$ cat src/sv/mre_pkg.sv
// ---------------------------------------------------------------------------
// mre_pkg
// Types and codes shared by the R-type execute block and its channels.
// ---------------------------------------------------------------------------
package mre_pkg;

    localparam int unsigned XLEN     = 32;
    localparam int unsigned NUM_REGS = 32;
    localparam int unsigned RIDX_W   = $clog2(NUM_REGS);

    // action codes
    localparam logic [1:0] ACT_EXEC   = 2'd0;
    localparam logic [1:0] ACT_LD_REG = 2'd1;
    localparam logic [1:0] ACT_LD_PC  = 2'd2;

    // function field codes
    localparam logic [5:0] FN_SLL  = 6'h00;
    localparam logic [5:0] FN_SRL  = 6'h02;
    localparam logic [5:0] FN_SRA  = 6'h03;
    localparam logic [5:0] FN_JR   = 6'h08;
    localparam logic [5:0] FN_ADD  = 6'h20;
    localparam logic [5:0] FN_ADDU = 6'h21;
    localparam logic [5:0] FN_SUB  = 6'h22;
    localparam logic [5:0] FN_SUBU = 6'h23;
    localparam logic [5:0] FN_AND  = 6'h24;
    localparam logic [5:0] FN_OR   = 6'h25;
    localparam logic [5:0] FN_XOR  = 6'h26;
    localparam logic [5:0] FN_NOR  = 6'h27;
    localparam logic [5:0] FN_NAND = 6'h28;
    localparam logic [5:0] FN_SLT  = 6'h2A;
    localparam logic [5:0] FN_SLTU = 6'h2B;

    localparam logic [XLEN-1:0] PC_STEP = 32'd4;

    typedef struct packed {
        logic [1:0]        action;
        logic [5:0]        func_code;
        logic [RIDX_W-1:0] src_a_sel;
        logic [RIDX_W-1:0] src_b_sel;
        logic [RIDX_W-1:0] dest_sel;
        logic [4:0]        shift_amount;
        logic [XLEN-1:0]   load_value;
    } t_req;

    typedef struct packed {
        logic [XLEN-1:0]   next_pc;
        logic              wrote_reg;
        logic [RIDX_W-1:0] written_index;
        logic [XLEN-1:0]   written_value;
        logic              bad_func;
    } t_rsp;

endpackage

$ cat src/sv/mre_if.sv
// ---------------------------------------------------------------------------
// mre_req_if / mre_rsp_if
// Valid/ready channels carrying instruction beats and result beats.
// ---------------------------------------------------------------------------
interface mre_req_if import mre_pkg::*; ();
    logic valid;
    logic ready;
    t_req data;

    modport source (output valid, output data, input ready);
    modport sink   (input valid, input data, output ready);
endinterface

interface mre_rsp_if import mre_pkg::*; ();
    logic valid;
    logic ready;
    t_rsp data;

    modport source (output valid, output data, input ready);
    modport sink   (input valid, input data, output ready);
endinterface

$ cat src/sv/mips_r_type_execute.sv
// Pipeline: execute stage, then output register. Throughput: one beat per
//   cycle while o_rsp is ready; the register file has two synchronous read
//   ports and one write port, and a write forward covers back-to-back reuse.
// Reset (synchronous, active low): PC zero, register file reads as zero via
//   per-entry valid bits, pipeline and output empty; no clearing pass.
// ---------------------------------------------------------------------------
// mips_r_type_execute
// R-type execute stage with a 32 x 32 register file and a program counter.
// ---------------------------------------------------------------------------
module mips_r_type_execute import mre_pkg::*; (
    input  logic       i_clk,
    input  logic       i_rst_n,
    mre_req_if.sink    i_req,
    mre_rsp_if.source  o_rsp
);

    // register file memory and its read data
    logic [XLEN-1:0]     r_mem [NUM_REGS];
    logic [XLEN-1:0]     r_rd_a;
    logic [XLEN-1:0]     r_rd_b;
    logic [NUM_REGS-1:0] r_ent_vld;
    logic                r_va;
    logic                r_vb;

    // execute stage
    logic                r_s1_vld;
    t_req                r_s1;
    logic [XLEN-1:0]     r_pc;

    // last register write, for forwarding
    logic                r_fw_vld;
    logic [RIDX_W-1:0]   r_fw_idx;
    logic [XLEN-1:0]     r_fw_val;

    // output register
    logic                r_out_vld;
    t_rsp                r_out;

    logic                s1_adv;
    logic                in_acc;
    logic [XLEN-1:0]     op_a;
    logic [XLEN-1:0]     op_b;
    logic [XLEN-1:0]     alu_r;
    logic                n_wr;
    logic                n_bad;
    logic [XLEN-1:0]     n_pc;
    t_rsp                n_out;

    assign s1_adv      = !r_out_vld || o_rsp.ready;
    assign i_req.ready = !r_s1_vld || s1_adv;
    assign in_acc      = i_req.valid && i_req.ready;

    // memory read ports, sampled on an accepted beat
    always_ff @(posedge i_clk) begin
        if (in_acc) begin
            r_rd_a <= r_mem[i_req.data.src_a_sel];
            r_rd_b <= r_mem[i_req.data.src_b_sel];
            r_va   <= r_ent_vld[i_req.data.src_a_sel];
            r_vb   <= r_ent_vld[i_req.data.src_b_sel];
            r_s1   <= i_req.data;
        end
    end

    // operand select with forward of the latest write
    always_comb begin
        if (r_fw_vld && r_fw_idx == r_s1.src_a_sel) begin
            op_a = r_fw_val;
        end else begin
            op_a = r_va ? r_rd_a : '0;
        end
        if (r_fw_vld && r_fw_idx == r_s1.src_b_sel) begin
            op_b = r_fw_val;
        end else begin
            op_b = r_vb ? r_rd_b : '0;
        end
    end

    // alu and result beat
    always_comb begin
        alu_r = '0;
        n_wr  = 1'b0;
        n_bad = 1'b0;
        n_pc  = r_pc;
        unique case (r_s1.action)
            ACT_EXEC: begin
                n_wr = 1'b1;
                n_pc = r_pc + PC_STEP;
                unique case (r_s1.func_code)
                    FN_ADD, FN_ADDU: alu_r = op_a + op_b;
                    FN_SUB, FN_SUBU: alu_r = op_a - op_b;
                    FN_AND:  alu_r = op_a & op_b;
                    FN_OR:   alu_r = op_a | op_b;
                    FN_XOR:  alu_r = op_a ^ op_b;
                    FN_NOR:  alu_r = ~(op_a | op_b);
                    FN_NAND: alu_r = ~(op_a & op_b);
                    FN_SLT:  alu_r = {{(XLEN-1){1'b0}}, ($signed(op_a) < $signed(op_b))};
                    FN_SLTU: alu_r = {{(XLEN-1){1'b0}}, (op_a < op_b)};
                    FN_SLL:  alu_r = op_b << r_s1.shift_amount;
                    FN_SRL:  alu_r = op_b >> r_s1.shift_amount;
                    FN_SRA:  alu_r = XLEN'($signed(op_b) >>> r_s1.shift_amount);
                    FN_JR: begin
                        n_wr = 1'b0;
                        n_pc = op_a;
                    end
                    default: begin
                        n_wr  = 1'b0;
                        n_bad = 1'b1;
                        n_pc  = r_pc;
                    end
                endcase
            end
            ACT_LD_REG: begin
                n_wr  = 1'b1;
                alu_r = r_s1.load_value;
            end
            ACT_LD_PC: begin
                n_pc = r_s1.load_value;
            end
            default: begin
                n_pc = r_pc;
            end
        endcase
        n_out.next_pc       = n_pc;
        n_out.wrote_reg     = n_wr;
        n_out.written_index = n_wr ? r_s1.dest_sel : '0;
        n_out.written_value = n_wr ? alu_r : '0;
        n_out.bad_func      = n_bad;
    end

    // memory write port
    always_ff @(posedge i_clk) begin
        if (r_s1_vld && s1_adv && n_wr) begin
            r_mem[r_s1.dest_sel] <= alu_r;
        end
    end

    // forward register and output payload
    always_ff @(posedge i_clk) begin
        if (r_s1_vld && s1_adv) begin
            r_out <= n_out;
            if (n_wr) begin
                r_fw_idx <= r_s1.dest_sel;
                r_fw_val <= alu_r;
            end
        end
    end

    // control state
    always_ff @(posedge i_clk) begin
        if (!i_rst_n) begin
            r_s1_vld  <= 1'b0;
            r_out_vld <= 1'b0;
            r_pc      <= '0;
            r_fw_vld  <= 1'b0;
            r_ent_vld <= '0;
        end else begin
            if (i_req.ready) begin
                r_s1_vld <= i_req.valid;
            end
            if (s1_adv) begin
                r_out_vld <= r_s1_vld;
            end
            if (r_s1_vld && s1_adv) begin
                r_pc <= n_pc;
                if (n_wr) begin
                    r_fw_vld                  <= 1'b1;
                    r_ent_vld[r_s1.dest_sel]  <= 1'b1;
                end
            end
        end
    end

    assign o_rsp.valid = r_out_vld;
    assign o_rsp.data  = r_out;

endmodule

$ cat src/flat_wrapper.sv
// flat-port wrapper written by rule: the top's interface ports become plain ports
module mips_r_type_execute_flat import mre_pkg::*;
  (i_clk, i_rst_n, i_req_valid, i_req_data, i_req_ready, o_rsp_valid, o_rsp_data, o_rsp_ready);
  mre_req_if i_req_i ();
  mre_rsp_if o_rsp_i ();
  input  logic i_clk;
  input  logic i_rst_n;
  input wire logic [$bits(i_req_i.valid)-1:0] i_req_valid;
  input wire logic [$bits(i_req_i.data)-1:0] i_req_data;
  output wire logic [$bits(i_req_i.ready)-1:0] i_req_ready;
  output wire logic [$bits(o_rsp_i.valid)-1:0] o_rsp_valid;
  output wire logic [$bits(o_rsp_i.data)-1:0] o_rsp_data;
  input wire logic [$bits(o_rsp_i.ready)-1:0] o_rsp_ready;
  assign i_req_i.valid = i_req_valid;
  assign i_req_i.data = i_req_data;
  assign i_req_ready = i_req_i.ready;
  assign o_rsp_valid = o_rsp_i.valid;
  assign o_rsp_data = o_rsp_i.data;
  assign o_rsp_i.ready = o_rsp_ready;
  mips_r_type_execute u_core (.i_clk(i_clk), .i_rst_n(i_rst_n), .i_req(i_req_i), .o_rsp(o_rsp_i));
endmodule
$ cat config.mk
export PLATFORM = sky130hd
export DESIGN_NAME = mips_r_type_execute_flat
export DESIGN_NICKNAME = d
export VERILOG_FILES = /design/src/sv/mre_pkg.sv /design/src/sv/mre_if.sv /design/src/sv/mips_r_type_execute.sv /design/src/flat_wrapper.sv
export SDC_FILE = /design/constraint.sdc
export NUM_CORES = 2
export LEC_CHECK = 0
export BUFFER_PORTS_ARGS = -buffer_cell sky130_fd_sc_hd__buf_2
export CORE_ASPECT_RATIO = 0.6
export CORE_MARGIN = 2
export CORE_UTILIZATION = 60
export DETAILED_ROUTE_END_ITERATION = 10
export GPL_TIMING_DRIVEN = 0
export PLACE_DENSITY = 0.77
export RECOVER_POWER = 100
export SETUP_SLACK_MARGIN = 0.1
export SLEW_MARGIN = 20
export SYNTH_ARGS = -nofsm -noshare
export SYNTH_HDL_FRONTEND = slang
export SYNTH_SLANG_ARGS = --single-unit
$ cat constraint.sdc
create_clock -name i_clk -period 8.2 [get_ports i_clk]
set_input_delay 0 -clock i_clk [delete_from_list [all_inputs] [get_ports i_clk]]
set_output_delay 0 -clock i_clk [all_outputs]
set_load 0.1 [all_outputs]
==> impl_metrics.toml, run 1 <==
[logic_synthesis]
yosys_warnings = 0
yosysSeqAreaShare_pct = 56.2
syn_nets = 4548
synth-edff-count = 1258
synthFlopType = "edfxtp_1"
synth.top_cells.by_area = "edfxtp_1, mux4_2, dfxtp_1, ha_1, mux2_2"
synth.avg_cell_area_um2 = 15.9
synth_top_area_cell = "edfxtp_1"
synth_most_common_cell = "edfxtp_1"
yosysTopAreaCellShare_pct = 54.3
synth_area_um2 = 69600
synthDistinctLibCells = 96
netlist_instances = 4380
synth-seq-cells = 1325
synth_common_cells = "edfxtp_1, mux4_2, nand2_1, nor2_1, clkbuf_1"
async_reset_ff_share_pct = 0

[grt]
grt_use_total_pct = 71.7
overflow = 4
grt_max_degree = 56

[sta]
grt-worst-endpoint = "u_core.r_mem[0][0]$_DFFE_PP_/D"
worst-ep-kind = "sequential cell input"

[die]
start_util_pct = 60.7
ios = 137
die_h_um = 268
rows = 96
dieWidth_um = 444

[placement]
dp_hpwl_um = 279000
place_ws_ns = -0.353
portBuffers = 136
gp_congestion = 1.12

[clock_network]
cts_root_buf = "clkbuf_16"
cts_max_level = 3
cts_sinks = 1325
numCtsBuffers = 115
cts_max_path_buffers = 3

[status]
haltStage = "global routing"
status = "aborted with a tool error"
tool.error = "[ERROR GRT-0232] Routing congestion too high. Check the congestion heatmap in the GUI."
[timing repair]
item,CTS
resized for setup,9
setup endpoints to repair,403
buffers inserted,0
hold buffers,117
endpoints found under the hold margin,111
[per-stage QoR]
| step | TNS (ns) | hold WS, ns | std cells | util [%] | cell area, um2 |
|---|---|---|---|---|---|
| after CTS | 0 | 0.0148 | 6491 | 70.3 | 80600 |
| after detailed placement | -12.49 | 0.178 | 6158 | 65.7 | 75400 |
| after global placement | -4477.92 | 0.176 | 6035 | 62.9 | 72200 |
| after floorplan | 0 | 0.0989 | 4380 | - | 69600 |
[layer usage]
layer | track usage, % | overflow
met1 | 77.7 | 4
met2 | 77.7 | 0
met3 | 66.5 | 0
met4 | 56.2 | 0
met5 | 58.7 | 0
[cells by family after synthesis]
| logic type | count (synthesis) | synth area share, % |
|---|---|---|
| DFF | 1325 | 56.2 |
| muxes | 891 | 25.9 |
| AOI/OAI and AO/OA | 812 | 7.81 |
| and+or+nand+nor | 746 | 4.95 |
| buffers and inverters | 447 | 2.52 |
| adders and majority gates | 104 | 1.89 |
| xor gates and xnor gates | 55 | 0.703 |
==> run 2, diff against run 1 <==
--- a/config.mk
+++ b/config.mk
@@ -6,14 +6,12 @@
 export NUM_CORES = 2
 export LEC_CHECK = 0
 export BUFFER_PORTS_ARGS = -buffer_cell sky130_fd_sc_hd__buf_2
-export CORE_ASPECT_RATIO = 0.6
 export CORE_MARGIN = 2
-export CORE_UTILIZATION = 60
+export CORE_UTILIZATION = 40
 export DETAILED_ROUTE_END_ITERATION = 10
 export GPL_TIMING_DRIVEN = 0
-export PLACE_DENSITY = 0.77
+export PLACE_DENSITY_LB_ADDON = 0.15
 export RECOVER_POWER = 100
-export SETUP_SLACK_MARGIN = 0.1
 export SLEW_MARGIN = 20
 export SYNTH_ARGS = -nofsm -noshare
 export SYNTH_HDL_FRONTEND = slang
==> impl_metrics.toml, run 2 <==
[logic_synthesis]
synth-edff-count = 1258
synth_top_area_cell = "edfxtp_1"
netlist_instances = 4380
synth_common_cells = "edfxtp_1, mux4_2, nand2_1, nor2_1, clkbuf_1"
async_reset_ff_share_pct = 0
synthFlopType = "edfxtp_1"
syn_nets = 4548
synth-seq-cells = 1325
yosys_warnings = 0
synth.avg_cell_area_um2 = 15.9
yosysTopAreaCellShare_pct = 54.3
synth.top_cells.by_area = "edfxtp_1, mux4_2, dfxtp_1, ha_1, mux2_2"
synthDistinctLibCells = 96
synth_area_um2 = 69600
synth_most_common_cell = "edfxtp_1"
yosysSeqAreaShare_pct = 56.2

[cells_and_area]
top_register = "u_core.r_mem"
final_common_cell = "edfxtp_1"
fin_util_pct = 46.3
regArea_um2 = 39100
area_delta_synth_final_pct = 15.3
fin_nets = 5081
fillers = 15300
mostFrequentLayoutCells = "edfxtp_1, mux4_2, clkbuf_1, nand2_1, nor2_1"
largest_register_ffs = 1024
multiInputGateArea_um2 = 29100
drive_gt1_share_pct = 25.4

[placement]
dp_hpwl_um = 220000
gp_congestion = 1.01
portBuffers = 136
place_ws_ns = -0.194

[job]
maxCapViolations = 49

[critical_path]
reg2reg_depth = 22
worst_setup_path_start_kind = "flop"
crit_start = "u_core.r_fw_idx[1]"
rr_startpoint = "u_core.r_fw_idx[1]"
r2r_setup_slack_ns = -0.12
r2r_end = "u_core.r_mem[18][25]"
crit_end = "u_core.r_mem[18][25]"
worstSetupPathType = "reg -> reg"
crit_arrival_ns = 8.85
worstPathRequired_ns = 8.73
endpoint_kind = "flop"
crit_fanout = 17

[sta]
drv_slew = 830
fin_crit_ns = 8.32
slew_headroom_pct = -115
finalHoldViolCount = 0
skew_ns = 0.0432
rsz0062_at_grt = "no"
period_share_pct = 101
worst_slack_ns = -0.119
worst_pin_slew_ns = 3.23
setup_viol = 61
fmax_mhz = 120

[routing]
viasPerCell = 6.56
drt_wl_total_um = 296000
drt-pass1-iter-count = 6
drt_iter0_drc = 6615
num_vias = 48200
drcViolationCount = 0
wl_per_cell_um = 40.3
route.antenna.remaining_nets = 0

[power_and_ir_drop]
peakVddDrop_mv = 0.186
power_uw = 16400
p_leak_uw = 0.0258
cellPowerDensity_nw_per_um2 = 205

[clock_network]
cts_max_level = 4
cts_sinks = 1325
cts_root_buf = "clkbuf_16"
numCtsBuffers = 148
clock_latency_ns = 0.83
cts_max_path_buffers = 3
path_clk_slew_ns = 0.06
cts_tree = "yes"

[grt]
grt_use_total_pct = 33.1
antenna_found_initial = 12
grt_pass1_vias = 47600
grt_pass1_wl_um = 403000
grt_max_degree = 50
overflow = 0

[die]
die_h_um = 421
rows = 153
dieArea_um2 = 177000
core_area_um2 = 173000
ios = 137
start_util_pct = 40.1
dieWidth_um = 421

[status]
status = "finished with violations"
failed_checks = "capacitance limit, slew limit, setup timing"

[min_path]
holdCritPathClass = "in -> reg"
run 2: cell counts after synthesis:
Identical to the previous run, type by type.
run 2: metal layers:
layer / track usage, % / vias to the layer above / wire (um)
met4: 21.2 / 8 / 24400
met5: 0 / - / 194
met1: 42.0 / 25400 / 111000
li1: - / 19200 / -
met3: 5.82 / 767 / 23300
met2: 52.6 / 2864 / 138000
run 2: final cells by class:
class | count | share of cell area (%)
inverters | 109 | 0.510
diodes | 5 | 0.0156
multi-input cells | 2608 | 36.2
repair buffers | 383 | 3.15
flip-flops and latches | 1325 | 48.7
well taps | 2325 | 3.62
plain buffers | 338 | 1.78
clock buffers | 189 | 4.97
clock inverters | 75 | 1.00
run 2: cell families (layout without fill, tap and decap cells):
group	Yosys count	count (layout)	synth area share (%)
compound gates	812	812	7.81
xor+xnor	55	55	0.703
fa+ha+maj	104	104	1.89
buf+inv	447	1094	2.52
flops	1325	1325	56.2
mux	891	891	25.9
other cells	0	5	0
simple gates	746	746	4.95
run 2: stage by stage:
stage	instances	instance area [um2]	hold slack, ns	TNS, ns
3_5_place_dp	6967	76400	0.178	-4.20
5_1_grt	7353	80300	0.153	0
2_1_floorplan	4380	69600	0.0989	0
4_1_cts	7351	82400	0.00235	0
6_report	7357	80300	0.174	-4.07
3_3_place_gp	6841	73200	0.177	-5907.26
run 2: timing repair:
item	4_1_cts	5_1_grt
endpoints found under the hold margin	150	0
endpoints found under the setup margin	76	109
resized for setup	7	8
pin swaps	0	1
hold buffers	120	0
setup buffers	0	0
run 2: how the worst min path moves through the flow:
stage | startpoint | end | cells after the start
final | i_req_data[48] | u_core.r_s1[48] | 2
after global routing | i_req_data[48] | u_core.r_s1[48] | 2
after CTS | i_req_data[48] | u_core.r_s1[48] | 2
after detailed placement | i_req_data[3] | u_core.r_s1[3] | 1
after global placement | i_req_data[33] | u_core.r_s1[33] | 1
after floorplan | i_req_data[0] | u_core.r_s1[0] | 0
run 2: report_power, final:
| group | internal, uW | leakage [uW] | switching (uW) |
|---|---|---|---|
| Sequential | 7490 | 0.0120 | 93.8 |
| Combinational | 721 | 0.0115 | 1420 |
| Clock | 3860 | 0.00233 | 2840 |
run 2: worst max-delay path: stages (launching register included):
cell and delay [ns]:
edfxtp_1 0.56, xor2_1 0.21, nor4_1 0.66, and3_1 0.26, clkbuf_1 0.39, clkbuf_1 0.46, nor2_1 0.14, a21oi_2 0.50
inv_1 0.16, ha_1 0.32, clkbuf_1 0.38, inv_1 0.15, o31ai_1 0.45, a311oi_1 0.11, a211oi_1 0.51, nand3_1 0.20
a21oi_1 0.55, a311o_1 0.29, o22ai_1 0.09, o21ai_0 0.57, a22oi_1 0.35, clkbuf_2 0.41, buf_6 0.27
Note: power is estimated with default switching activity, not from simulation.
